--- config.mk ---
export PLATFORM = sky130hd
export DESIGN_NAME = gts_queue
export DESIGN_NICKNAME = d
export VERILOG_FILES = /design/src/gts_pkg.sv /design/src/gts_queue.sv
export SDC_FILE = /design/constraint.sdc
export NUM_CORES = 1
export LEC_CHECK = 0
export ABC_AREA = 1
export BUFFER_PORTS_ARGS = -buffer_cell sky130_fd_sc_hd__buf_4
export CORE_AREA = 2 2 174 176
export CTS_CLUSTER_SIZE = 30
export DETAILED_ROUTE_END_ITERATION = 12
export DIE_AREA = 0 0 176 178
export PLACE_DENSITY = 0.81
export SYNTH_ARGS = -nofsm -noshare
export SYNTH_HDL_FRONTEND = slang
export SYNTH_SLANG_ARGS = --single-unit
--- constraint.sdc ---
create_clock -name clk -period 8.7 [get_ports clk]
set_clock_uncertainty 0.15 [all_clocks]
set_input_delay 0.435 -clock clk [delete_from_list [all_inputs] [get_ports clk]]
set_output_delay 0.435 -clock clk [all_outputs]
set_load 0.01 [all_outputs]
--- src/gts_pkg.sv ---
// shared types and constants of the grid trilinear sampler
`timescale 1ns / 1ps
package gts_pkg;

    // grid geometry
    localparam int CELLS_AXIS1 = 32;
    localparam int CELLS_AXIS2 = 32;
    localparam int CELLS_AXIS3 = 16;
    localparam int FIELD_COUNT = 8;

    localparam int IDX1_W      = 5;
    localparam int IDX2_W      = 5;
    localparam int IDX3_W      = 4;
    localparam int FIELD_W     = 3;
    localparam int ADDR_W      = FIELD_W + IDX1_W + IDX2_W + IDX3_W;
    localparam int STORE_WORDS = FIELD_COUNT * CELLS_AXIS1 * CELLS_AXIS2 * CELLS_AXIS3;

    // axis 3 remainder unit: two bits of the 32-bit magnitude per cycle
    localparam int DIV_STEPS   = 16;

    // command queue between front and back
    localparam int QUEUE_DEPTH = 4;
    localparam int QPTR_W      = 2;
    localparam int QCNT_W      = 3;

    // configuration register indexes
    typedef enum logic [2:0] {
        CFG_ORIGIN1 = 3'd0,
        CFG_ORIGIN2 = 3'd1,
        CFG_INV1    = 3'd2,
        CFG_INV2    = 3'd3,
        CFG_INV3    = 3'd4,
        CFG_PERIOD3 = 3'd5
    } cfg_idx_t;

    typedef struct packed {
        logic signed [31:0] origin_axis1;
        logic signed [31:0] origin_axis2;
        logic [30:0]        inv_spacing1;
        logic [30:0]        inv_spacing2;
        logic [30:0]        inv_spacing3;
        logic [30:0]        wrap_period3;
    } cfg_t;

    typedef struct packed {
        logic               mode;
        logic [2:0]         field_sel;
        logic [4:0]         load_i;
        logic [4:0]         load_j;
        logic [3:0]         load_k;
        logic signed [31:0] load_value;
        logic signed [31:0] coord1;
        logic signed [31:0] coord2;
        logic signed [31:0] coord3;
    } item_t;

    typedef struct packed {
        logic signed [31:0] sample;
        logic [4:0]         base_i;
        logic [4:0]         base_j;
        logic [3:0]         base_k;
        logic [16:0]        frac1;
        logic [16:0]        frac2;
        logic [16:0]        frac3;
    } result_t;

    // one classified item travelling from front to back
    typedef struct packed {
        logic               is_query;
        logic               field_ok;
        logic [FIELD_W-1:0] field;
        logic [IDX1_W-1:0]  i;
        logic [IDX2_W-1:0]  j;
        logic [IDX3_W-1:0]  k;
        logic [31:0]        value;
        logic [16:0]        frac1;
        logic [16:0]        frac2;
        logic [16:0]        frac3;
    } cmd_t;

endpackage

--- src/gts_queue.sv ---
// small command queue between the front and the back
`timescale 1ns / 1ps
module gts_queue (
    input  logic          clk,
    input  logic          rst_n,
    input  logic          push,
    input  gts_pkg::cmd_t push_cmd,
    input  logic          pop,
    output gts_pkg::cmd_t head,
    output logic          full,
    output logic          empty
);
    import gts_pkg::*;

    cmd_t              q_mem [QUEUE_DEPTH];
    logic [QPTR_W-1:0] wr_ptr_reg;
    logic [QPTR_W-1:0] rd_ptr_reg;
    logic [QCNT_W-1:0] count_reg;

    assign head  = q_mem[rd_ptr_reg];
    assign full  = (count_reg == QCNT_W'(QUEUE_DEPTH));
    assign empty = (count_reg == '0);

    // entry storage
    always_ff @(posedge clk)
    begin
        if (push)
        begin
            q_mem[wr_ptr_reg] <= push_cmd;
        end
    end

    // pointers and fill count
    always_ff @(posedge clk or negedge rst_n)
    begin
        if (!rst_n)
        begin
            wr_ptr_reg <= '0;
            rd_ptr_reg <= '0;
            count_reg  <= '0;
        end
        else
        begin
            if (push)
            begin
                wr_ptr_reg <= wr_ptr_reg + 1'b1;
            end
            if (pop)
            begin
                rd_ptr_reg <= rd_ptr_reg + 1'b1;
            end
            if (push && !pop)
            begin
                count_reg <= count_reg + 1'b1;
            end
            else if (pop && !push)
            begin
                count_reg <= count_reg - 1'b1;
            end
        end
    end

endmodule

== Yosys cells after proc, flatten, opt, wreduce, memory -nomap -nowiden ==
Memory sizes are Yosys's and may differ from the RTL's.
Index checks and enable logic that the tools add are counted.

* Register bits: 7
* Memory bits (writable): 408
* Input bits: 106
* Output and inout bits: 104
* Word-level logic and storage cells: 19
* Memories: 1

* $add $sub $neg: 4
* Equal/unequal tests: 1
* Mux-type cells: 4
* Reduce and logical (&&, ||, !) cells: 6

{| class="wikitable"
|+ Memories
! memory !! words !! bits a word !! read ports !! clocked after memory_dff !! wr ports !! line !! RTL
|-
| q_mem || 4 || 102 || 1 || 0 || 1 || gts_queue.sv:15 || <nowiki>cmd_t q_mem [QUEUE_DEPTH];</nowiki>
|}

{| class="wikitable"
|+ Operators by type and width
! cell !! count
|-
| $mux W3 || 2
|-
| $add A2 B1 Y2 const B || 2
|-
| $add A3 B1 Y3 const B || 1
|-
| $eq A3 B3 Y1 const B || 1
|-
| $logic_not A3 Y1 || 1
|-
| $sub A3 B1 Y3 const B || 1
|-
| $logic_and A1 B1 Y1 || 2
|-
| $logic_not A1 Y1 || 2
|-
| $mux W1 || 2
|-
| $reduce_bool A2 Y1 || 1
|}

== Longest topological paths before layout ==
Gate-level depths: netlist (run 1).

* Depth in word-level cells: 4
* Gate-level depth with buffers: 9
* Depth with buffers taken out: 9

== Worst setup path after synthesis (run 1) ==
Ideal clock, no wire load.

* Path type: input port to flip-flop
* Start: input port push
* End: memory q_mem[0][0] in the netlist's numbering (enable)
* Setup time: 456 ps
* Arrival time: 2708 ps
* Data required time: 8094 ps
* Slack: 5387 ps
* Stages: 3
* Path buffers: 1
* Path through: clkbuf_1 > nand2_1 > inv_1

* Longest elaborated chain between the ends: 2

{| class="wikitable"
|+ Ends and longest elaborated chain
! item !! line !! RTL
|-
| start: declaration || gts_queue.sv:6 || <nowiki>input logic push,</nowiki>
|-
| $mux W1 || gts_queue.sv:27 || <nowiki>if (push)</nowiki>
|-
| $mux W1 (implied by the code) || gts_queue.sv:29 || <nowiki>q_mem[wr_ptr_reg] <= push_cmd;</nowiki>
|-
| end: declaration || gts_queue.sv:15 ||
|}

No other way between the ends.

==> results by group, run 1 <==
Outcome
  • Status: complete, no violations

Placement
  • GP Congestion: approximately 0.80
  • I/O Buffers: ~210
  • Placed cell count: 1778
  • Post-detail-place hpwl: around 19000 µm
  • Dpl cell area: 0.0189 mm²

Cells and area
  • Nets@finish: approximately 1600
  • Non-filler cells in the finished layout: 1960
  • FF/Latch Area: between 0.01 and 0.015 mm²
  • Finished layout cell area: ~0.021 mm²
  • Area Growth Syn to Fin: 22.3%
  • Ratio of cells with drive above 1 in the final layout: 0.264
  • Largest register FFs: ~410
  • Multi-input logic area: 0.00354 mm²
  • Fillers: roughly 1800

Yosys
  • Fraction of registers with async set/reset: 0.0169
  • Post-Syn Instances: ~1200
  • Commonest cells in the synthesized netlist: edfxtp_1, nand2_1, inv_1
  • Synth warnings: 0
  • Post-synth top area cell: edfxtp_1
  • Post-synth EDFFs: ~400
  • Yosys cell types: 19
  • Register area share after synthesis: 0.715
  • Yosys top cell area share: 0.705
  • Yosys reg bits: about 420
  • Syn_area_per_cell: 14.0 µm²
  • Count leader, synth: edfxtp_1
  • Ys flop type: edfxtp_1
  • Synthesized Nets: between 1000 and 1500
  • Ranking of synthesized cells by area: edfxtp_1, o211ai_2, nand2_1
  • Post-synth design cell area: roughly 0.017 mm²

Global routing
  • All-layer global routing usage: 0.227
  • Gr ovfl total: 0
  • Global-route wire length before repair: 55300 µm
  • Initial antenna violation count: 2
  • Largest net degree at the start of global routing: 93
  • Vias in the first global route: 10600

CTS
  • Resized cells post-CTS: 0
  • # clock sinks: just over 400
  • Latest clock arrival within the worst-skew pair: 0.52 ns
  • CTS tree: built
  • H-Tree Depth: 2
  • Clock root buffer: clkbuf_16
  • Clock buffer depth: 3
  • Hold-fix buffers, CTS: 105
  • Cts bufs inserted: a little over 40
  • Clock slew at reported path FFs: 0.06 ns
  • Postcts setup bufs: 0

Pwr
  • Pint: about 4.6 mW
  • Sw power: about 2.5 mW
  • Switching share of total power: 0.350
  • Leakage: 8.60 nW
  • Reg power frac: 0.403
  • Clock network power share: 0.234
  • VDD IR max: 0.000232 V
  • Pwr Total: between 7 and 8 mW
  • Pwr Density: approximately 330 mW/mm²
  • Combinational power share: 0.363

Route
  • Iter 0 DRT Violations: approximately 700
  • DR vias/cell: 5.28
  • Total Wirelength: 35400 µm
  • Vias: between 10000 and 15000
  • Antenna Violating Nets Remaining: 0
  • Post-route DRC: 0
  • TritonRoute pass-1 iters: 5
  • Routed wire per std cell: 18.1 µm

Critical path
  • Worst reg2reg setup slack: between 6 and 7 ns
  • Setup Crit Path Kind: reg -> out
  • Worst r2r path cells: 5
  • Capturing point of the worst reg2reg path: q_mem[0][59]
  • Worst Setup Start Kind: flop
  • Max FO, Critical Path: 65
  • Critical path arrival: 3.23 ns
  • FF-to-FF Start: wr_ptr_reg[0]
  • Beginning of the critical path: rd_ptr_reg[1]
  • Worst Setup End Kind: primary output
  • Worst EP required: just over 8 ns

Die
  • I/O Pins: 210
  • Initial core utilization: 0.591
  • Rows: 63
  • Core Area: 0.0294 mm²
  • Die area: ~0.031 mm²
  • Die height: roughly 180 µm
  • Die Width: between 150 and 200 µm

Job
  • Max Cap Viol: 0

STA
  • Min Tclk post-route: around 3.8 ns
  • Worst-Margin Slew: 1.04 ns
  • Tcrit/Tclk final: 0.438
  • Worst rel slew slack: 0.309
  • Slew Limit Fails: 0
  • Setup violators final: 0
  • RSZ-0062 raised after global routing: false
  • Fmax: around 260 MHz
  • Setup tns final: 0 ns
  • Final Hold Viols: 0

Hold path
  • HP Class: in -> async
==> critical path, stage by stage (launching register included) <==
cell and delay (ns):
dfrtp_4 0.75, inv_6 0.73, buf_4 0.67, o211ai_1 0.23
nand2_1 0.12, buf_4 0.13
==> how the worst max path moves through the flow <==
stage / endpoint / cells after the start
CTS: head[71] / 5
global route: head[97] / 5
finish: head[97] / 5
global placement: head[88] / 5
floorplan: q_mem[0][0] / 3
detailed placement: head[71] / 5
==> cell type report <==
cell class / instances / area share
clock inverters: 19 / 0.00548
clock buffers: 56 / 0.0539
flip-flops and latches: 415 / 0.585
inverters: 216 / 0.0389
diodes: 2 / 0.000235
well taps: 390 / 0.0230
multi-input cells: 538 / 0.167
repair buffers: 324 / 0.127
==> cell families (layout without fill, tap and decap cells) <==
family	count (synthesis)	in the layout	share of synthesized area
simple gates	323	323	0.0701
buf+inv	285	615	0.0811
fa+ha+maj	6	6	0.00475
xor+xnor	4	4	0.00202
flops	415	415	0.715
other cells	0	2	0
compound gates	205	205	0.127
==> power groups by stage <==
| stage | Sequential, mW | Combinational (mW) | Clock, mW |
|---|---|---|---|
| global placement | 2.86 | 2.47 | 0 |
| detailed placement | 2.88 | 2.52 | 0 |
| global route | 2.88 | 2.80 | 1.75 |
| CTS | 2.84 | 2.57 | 1.68 |
| finish | 2.84 | 2.56 | 1.65 |
| floorplan | 2.77 | 1.80 | 0 |
==> per-stage QoR <==
stage,hold slack (ns),utilization,setup WS [ns]
final,0.113,0.723,4.89
after global routing,0.0953,0.723,4.74
after floorplan,-0.0106,-,5.39
after CTS,0.0900,0.723,4.84
after detailed placement,0.104,0.644,5.47
after global placement,0.104,0.644,5.51
==> layer usage <==
layer	global-route usage	share of wire	up-vias	routed length, µm
li1	-	-	4905	-
met1	0.289	0.40	5027	14100
met2	0.397	0.52	349	18200
met3	0.0390	0.058	72	2040
met4	0.0775	0.028	0	996
met5	0	0	-	0
==> layout by cell type, fill, tap and decap left out <==
cell type / instances
buf_4: 219
bufinv_16: 1
clkbuf_1: 11
clkbuf_16: 43
clkbuf_8: 2
clkinv_1: 10
clkinv_2: 5
clkinvlp_4: 2
dfrtp_1: 5
dfrtp_4: 2
diode_2: 2
dlygate4sd3_1: 105
edfxtp_1: 408
fa_1: 1
ha_1: 5
inv_1: 211
inv_4: 4
inv_6: 2
nand2_1: 319
nand3_1: 1
nand4_1: 1
nor3_1: 2
o211ai_1: 70
o211ai_2: 134
o21ai_1: 1
xnor2_1: 1
xor2_1: 3
No activity file was read; power rests on OpenSTA's default activity.
==> run 2, diff against run 1 <==
ABC_AREA = 0   (was 1)
CORE_AREA = 2 2 167 169   (was 2 2 174 176)
DIE_AREA = 0 0 169 171   (was 0 0 176 178)
PLACE_DENSITY = 0.78   (was 0.81)
clock period = 3.9 ns   (was 8.7 ns; I/O delays follow)
==> run 2 against run 1 <==
Effect of this change:
- non-clock buffer count grew 5
- clock-buffer cell count shrank 8
- final cell count shrank 34%
- critical path type unchanged
- critical endpoint is now head[5]
==> results by group, run 2 <==
Outcome
  • Status: complete, no violations (unchanged)

Yosys
  • Syn_area_per_cell: 26.7 µm² (was 14.0 µm²)
  • Post-Syn Instances: 567 (was 1238)
  • Yosys top cell area share: 0.808 (was 0.705)
  • Yosys reg bits: 415 (unchanged)
  • Synth warnings: 0 (unchanged)
  • Ys flop type: edfxtp_1 (unchanged)
  • Yosys cell types: 21 (was 19)
  • Post-synth top area cell: edfxtp_1 (unchanged)
  • Ranking of synthesized cells by area: edfxtp_1, mux4_2, dfrtp_1 (was edfxtp_1, o211ai_2, nand2_1)
  • Fraction of registers with async set/reset: 0.0169 (unchanged)
  • Post-synth design cell area: 0.0152 mm² (was 0.0174 mm²)
  • Register area share after synthesis: 0.819 (was 0.715)
  • Synthesized Nets: 679 (was 1350)
  • Commonest cells in the synthesized netlist: edfxtp_1, mux4_2, buf_2 (was edfxtp_1, nand2_1, inv_1)
  • Post-synth EDFFs: 408 (unchanged)
  • Count leader, synth: edfxtp_1 (unchanged)

STA
  • Setup violators final: 0 (unchanged)
  • Fmax: 349 MHz
  • Min Tclk post-route: about 2.9 ns
  • Tcrit/Tclk final: 0.735
  • Worst-Margin Slew: 0.799 ns (was 1.04 ns)
  • RSZ-0062 raised after global routing: false (unchanged)
  • Slew Limit Fails: 0 (unchanged)
  • Setup tns final: 0 ns (unchanged)
  • Worst rel slew slack: 0.468 (was 0.309)
  • Final worst setup slack: 1.03 ns (was 4.89 ns)
  • Final Hold Viols: 0 (unchanged)

Route
  • Antenna Violating Nets Remaining: 0 (unchanged)
  • TritonRoute pass-1 iters: 4 (was 5)
  • Post-route DRC: 0 (unchanged)
  • Routed wire per std cell: 23.3 µm (was 18.1 µm)
  • Vias: 7172 (was 10400)
  • Iter 0 DRT Violations: 526 (was 703)
  • DR vias/cell: 5.56 (was 5.28)
  • Total Wirelength: 30100 µm (was 35400 µm)

CTS
  • Cts bufs inserted: 41 (unchanged)
  • # clock sinks: 415 (unchanged)
  • Postcts setup bufs: 0 (unchanged)
  • CTS tree: built (unchanged)
  • H-Tree Depth: 2 (unchanged)
  • Clock root buffer: clkbuf_16 (unchanged)
  • Resized cells post-CTS: 0 (unchanged)
  • Hold-fix buffers, CTS: 106 (was 105)
  • Clock buffer depth: 3 (unchanged)
  • Latest clock arrival within the worst-skew pair: 0.51 ns (was 0.52 ns)
  • Clock slew at reported path FFs: 0.06 ns (about the same)

Placement
  • GP Congestion: 0.722 (was 0.797)
  • Setup WS pre-CTS: 1.52 ns (was 5.47 ns)
  • Post-detail-place hpwl: 17000 µm (was 19300 µm)
  • I/O Buffers: 209 (unchanged)

Cells and area
  • Most common cell after layout, fill and taps aside: edfxtp_1 (unchanged)
  • Ratio of cells with drive above 1 in the final layout: 0.409 (was 0.264)
  • Largest register FFs: 408 (unchanged)
  • Area Growth Syn to Fin: 28.0% (was 22.3%)
  • Commonest non-fill, non-tap cells in the layout: edfxtp_1, buf_4, dlygate4sd3_1, mux4_2, clkbuf_16 (was edfxtp_1, nand2_1, buf_4, inv_1, o211ai_2)
  • Fillers: 1550 (was 1792)
  • Nets@finish: 1028 (was 1648)

Job
  • Max Cap Viol: 0 (unchanged)

Pwr
  • Switching share of total power: 0.277 (was 0.350)
  • Pwr Density: 728 mW/mm² (was 332 mW/mm²)
  • Leakage: 6.73 nW (was 8.60 nW)
  • Pwr Total: 14.1 mW (was 7.05 mW)
  • Sw power: 3.92 mW (was 2.47 mW)
  • Combinational power share: 0.297 (was 0.363)
  • VDD IR max: 0.000531 V (was 0.000232 V)
  • Clock network power share: 0.262 (was 0.234)
  • Pint: 10.2 mW (was 4.58 mW)
  • Reg power frac: 0.441 (was 0.403)

Critical path
  • Worst Setup Start Kind: flop (unchanged)
  • CP max stage cell: dfrtp_4 (unchanged)
  • Max FO, Critical Path: 44 (was 65)
  • Worst Setup End Kind: primary output (unchanged)
  • Most used cell, CP: buf_4 (unchanged)
  • Cell Chain, Critical Path: buf_4, mux4_2, buf_4 (was inv_6, buf_4, o211ai_1, nand2_1, buf_4)
  • Critical path arrival: 2.52 ns (was 3.23 ns)
  • Slowest Stage Delay on Critical Path: 0.86 ns (was 0.75 ns)
  • Worst EP required: 3.56 ns (was 8.12 ns)
  • Setup Crit Path Kind: reg -> out (unchanged)

Global routing
  • Gr ovfl total: 0 (unchanged)
  • Global-route wire length before repair: 45900 µm (was 55300 µm)
  • Initial antenna violation count: 1 (was 2)
  • All-layer global routing usage: 0.214 (was 0.227)
  • GRT met3 Usage: 0.0412 (was 0.0390)
  • Routing usage on met2: 0.375 (was 0.397)
  • Largest net degree at the start of global routing: 53 (was 93)
  • Vias in the first global route: 8002 (was 10600)
  • Grt peak-use layer: met2 (unchanged)
  • Routing usage on met1: 0.265 (was 0.289)

Die
  • Die height: 171 µm (was 178 µm)
  • Die Width: 169 µm (was 176 µm)
  • I/O Pins: 210 (unchanged)
  • Rows: 61 (was 63)
  • Core Area: 0.0273 mm² (was 0.0294 mm²)
  • Initial core utilization: 0.555 (was 0.591)
  • Die area: 0.0289 mm² (was 0.0313 mm²)

Hold path
  • HP Class: in -> reg (was in -> async)
-- run 2: cell types whose count changed after synthesis, sizes merged, moves of 4 or more --
cell,change
o211ai,-204
nand2,-317
inv,-212
and2,+4
buf,-45
mux4,+102
-- run 2: kinds of logic (layout without fill, tap and decap cells) --
| kind of cell | Yosys count | count (layout) | synth area share |
|---|---|---|---|
| AND/OR/NAND/NOR | 9 | 9 | 0.00322 |
| adder cells (fa/ha/maj) | 6 | 6 | 0.00544 |
| XOR/XNOR | 6 | 6 | 0.00346 |
| buffers and inverters | 27 | 402 | 0.0160 |
| other | 0 | 1 | 0 |
| multiplexers | 103 | 103 | 0.152 |
| flip-flops | 415 | 415 | 0.819 |
| AO/OA/AOI/OAI | 1 | 1 | 0.000330 |
-- run 2: layout make-up --
class                           count  area (µm²)  area share
Inverter                            4        15.0    0.000773
Timing Repair Buffer              329        2770       0.143
Multi-Input combinational cell    125        2510       0.129
Clock inverter                     21         201      0.0104
Antenna cell                        1        2.50    0.000129
Clock buffer                       48        1050      0.0542
Tap cell                          346         433      0.0223
Sequential cell                   415       12400       0.640
-- run 2: critical path, delay by kind of cell (launching register included) --
| family | cells | cell delay [ns] |
|---|---|---|
| buf+inv | 2 | 0.71 |
| mux | 1 | 0.43 |
| flops | 1 | 0.86 |
-- run 2: per-stage QoR --
step	utilization	area [µm²]	hold WS [ns]	cells
floorplan	-	15200	-0.251	567
global placement	0.626	17100	-0.129	1113
detailed placement	0.626	17100	-0.128	1113
CTS	0.711	19400	0.245	1288
global route	0.711	19400	0.263	1289
finish	0.711	19400	0.266	1289
-- run 2: final timing paths --
path / from / end / slack, ns / cells past startpoint
setup / recovery: rd_ptr_reg[1] / head[5] / 1.03 / 3
hold / removal: push_cmd[10] / q_mem[3][10] / 0.27 / 2
setup reg to reg: wr_ptr_reg[0] / q_mem[0][32] / 1.61 / 4
hold reg to reg: count_reg[2] / count_reg[2] / 0.37 / 1
max in group asynchronous: rst_n / rd_ptr_reg[0] / 2.75 / 3
min in group asynchronous: rst_n / count_reg[1] / 0.54 / 3
-- run 2: metal layers --
layer	wire length, µm	part of all wire	up-vias
met2	16000	0.53	242
met3	1540	0.051	60
met4	891	0.030	0
li1	-	-	3140
met1	11600	0.39	3730
met5	0	0	-
-- run 2: power groups by stage --
stage | sequential, mW | clock, mW | combinational (mW)
floorplan | 6.12 | 0 | 2.65
global placement | 6.25 | 0 | 4.09
detailed placement | 6.32 | 0 | 4.14
CTS | 6.23 | 3.78 | 4.26
global route | 6.31 | 3.95 | 4.49
finish | 6.23 | 3.71 | 4.20
==> run 3, diff against run 2 <==
CORE_AREA = 2 2 176 178   (was 2 2 167 169)
DIE_AREA = 0 0 178 180   (was 0 0 169 171)
PLACE_DENSITY = 0.74   (was 0.78)
clock period = 2.5 ns   (was 3.9 ns; I/O delays follow)
==> run 3 against run 2 <==
Effect of this change:
- final area grew 2.4%
- final cell count grew 5.0%
- total power grew 62%
- via count grew 0.32%
- worst hold slack lost 0.079 ns
- utilization shrank 5.2 points
- combinational power grew 67%
- largest cell class unchanged
==> results by group, run 3 (synthesis results as in run 2) <==
Outcome
  • Status: complete, no violations (unchanged)

Route
  • DR vias/cell: 5.31 (was 5.56)
  • Post-route DRC: 0 (unchanged)
  • Met3 WL: 1950 µm (was 1540 µm)
  • TritonRoute pass-1 iters: 4 (unchanged)
  • Vias: 7195 (was 7172)
  • Total Wirelength: 29300 µm (was 30100 µm)
  • Met2 WL: 14600 µm (was 16000 µm)
  • Routed wire per std cell: 21.6 µm (was 23.3 µm)
  • Iter 0 DRT Violations: 583 (was 526)
  • Routed met1 length: 12100 µm (was 11600 µm)
  • Antenna Violating Nets Remaining: 0 (unchanged)
  • Top Metal Used: met4 (unchanged)

CTS
  • Cts bufs inserted: 42 (was 41)
  • Clock root buffer: clkbuf_16 (unchanged)
  • Latest clock arrival within the worst-skew pair: 0.51 ns (about the same)
  • Clock buffer depth: 3 (unchanged)
  • # clock sinks: 415 (unchanged)
  • Postcts setup bufs: 0 (unchanged)
  • Clock slew at reported path FFs: 0.06 ns (about the same)
  • H-Tree Depth: 2 (unchanged)
  • CTS tree: built (unchanged)

Die
  • I/O Pins: 210 (unchanged)
  • Initial core utilization: 0.502 (was 0.555)
  • Core Area: 0.0302 mm² (was 0.0273 mm²)
  • Rows: 64 (was 61)
  • Die Width: 178 µm (was 169 µm)
  • Die area: 0.0320 mm² (was 0.0289 mm²)
  • Die height: 180 µm (was 171 µm)

Hold path
  • HP Class: in -> reg (unchanged)

Cells and area
  • Largest register FFs: 408 (unchanged)
  • Commonest non-fill, non-tap cells in the layout: edfxtp_1, buf_4, dlygate4sd3_1, mux4_2, clkbuf_16 (unchanged)
  • Multi-input logic area: 0.00251 mm² (unchanged)
  • Fillers: 1913 (was 1550)
  • Most common cell after layout, fill and taps aside: edfxtp_1 (unchanged)
  • Ratio of cells with drive above 1 in the final layout: 0.411 (was 0.409)
  • Nets@finish: 1035 (was 1028)
  • FF/Latch Area: 0.0124 mm² (unchanged)
  • Area Growth Syn to Fin: 31.1% (was 28.0%)

Global routing
  • Global-route wire length before repair: 45000 µm (was 45900 µm)
  • Largest net degree at the start of global routing: 54 (was 53)
  • Vias in the first global route: 7834 (was 8002)
  • Initial antenna violation count: 1 (unchanged)
  • All-layer global routing usage: 0.185 (was 0.214)
  • Gr ovfl total: 0 (unchanged)

Critical path
  • Worst EP required: 2.23 ns (was 3.56 ns)
  • Worst Setup End Kind: primary output (unchanged)
  • Critical path arrival: 2.13 ns (was 2.52 ns)
  • Max FO, Critical Path: 36 (was 44)
  • Worst Setup Start Kind: flop (unchanged)
  • Setup Crit Path Kind: reg -> out (unchanged)

STA
  • Worst rel slew slack: 0.696 (was 0.468)
  • Tcrit/Tclk final: 0.962
  • Final Hold Viols: 0 (unchanged)
  • Setup violators final: 0 (unchanged)
  • Worst-Margin Slew: 0.456 ns (was 0.799 ns)
  • Fmax: approximately 420 MHz
  • Final worst setup slack: 0.0959 ns (was 1.03 ns)
  • Setup tns final: 0 ns (unchanged)
  • Min Tclk post-route: between 2 and 2.5 ns
  • RSZ-0062 raised after global routing: false (unchanged)
  • Slew Limit Fails: 0 (unchanged)

Placement
  • GP Congestion: 0.692 (was 0.722)
  • I/O Buffers: 209 (unchanged)
  • Post-detail-place hpwl: 17200 µm (was 17000 µm)
  • Setup WS pre-CTS: 0.591 ns (was 1.52 ns)

Pwr
  • Leakage: 6.90 nW (was 6.73 nW)
  • Pwr Density: 1150 mW/mm² (was 728 mW/mm²)
  • VDD IR max: 0.000643 V (was 0.000531 V)

Job
  • Max Cap Viol: 0 (unchanged)
run 3: final timing paths:
kind | from | endpoint | slack (ns) | cells after the start
max in group asynchronous | rst_n | rd_ptr_reg[1] | 1.45 | 3
hold reg to reg | count_reg[2] | count_reg[2] | 0.35 | 1
hold / removal | push_cmd[92] | q_mem[2][92] | 0.19 | 2
setup / recovery | rd_ptr_reg[0] | head[34] | 0.1 | 3
min in group asynchronous | rst_n | count_reg[2] | 0.46 | 3
setup reg to reg | wr_ptr_reg[0] | q_mem[2][68] | 0.64 | 4
run 3: worst max-delay path, stage by stage (launching register included):
cell	delay (ns)
dfrtp_4	0.54
buf_16	0.29
mux4_2	0.56
buf_4	0.16
run 3: cell type report:
class                           instances  area share
Antenna cell                            1    0.000126
Clock buffer                           54      0.0583
Tap cell                              396      0.0249
Sequential cell                       415       0.625
Timing Repair Buffer                  335       0.151
Clock inverter                         24      0.0133
Inverter                                4    0.000755
Multi-Input combinational cell        125       0.126
run 3: metal layers:
metal / vias up / global-route usage
li1: 3172 / -
met1: 3753 / 0.253
met2: 223 / 0.304
met3: 47 / 0.0442
met4: 0 / 0.0475
met5: - / 0
run 3: report_power, final:
group          internal (mW)  switching, mW  leakage [nW]  total (mW)
clock                   3.90           2.45         0.686        6.35
sequential              9.10          0.439          3.83        9.53
combinational           3.69           3.31          2.38        7.00
run 3: timing repair:
item	in CTS	in global routing
resized for setup	0	2
endpoints found under the setup margin	0	3
endpoints found under the hold margin	421	0
hold buffers	106	0
run 3: per-stage QoR:
step	util	total power, mW	hold WS (ns)	std cells	cell area [µm²]
3_3_place_gp	0.576	16.5	-0.198	1169	17400
3_5_place_dp	0.576	16.7	-0.199	1169	17400
5_1_grt	0.659	23.9	0.186	1354	19900
4_1_cts	0.658	23.2	0.169	1353	19900
6_report	0.659	22.9	0.187	1354	19900
2_1_floorplan	-	13.6	-0.321	567	15200
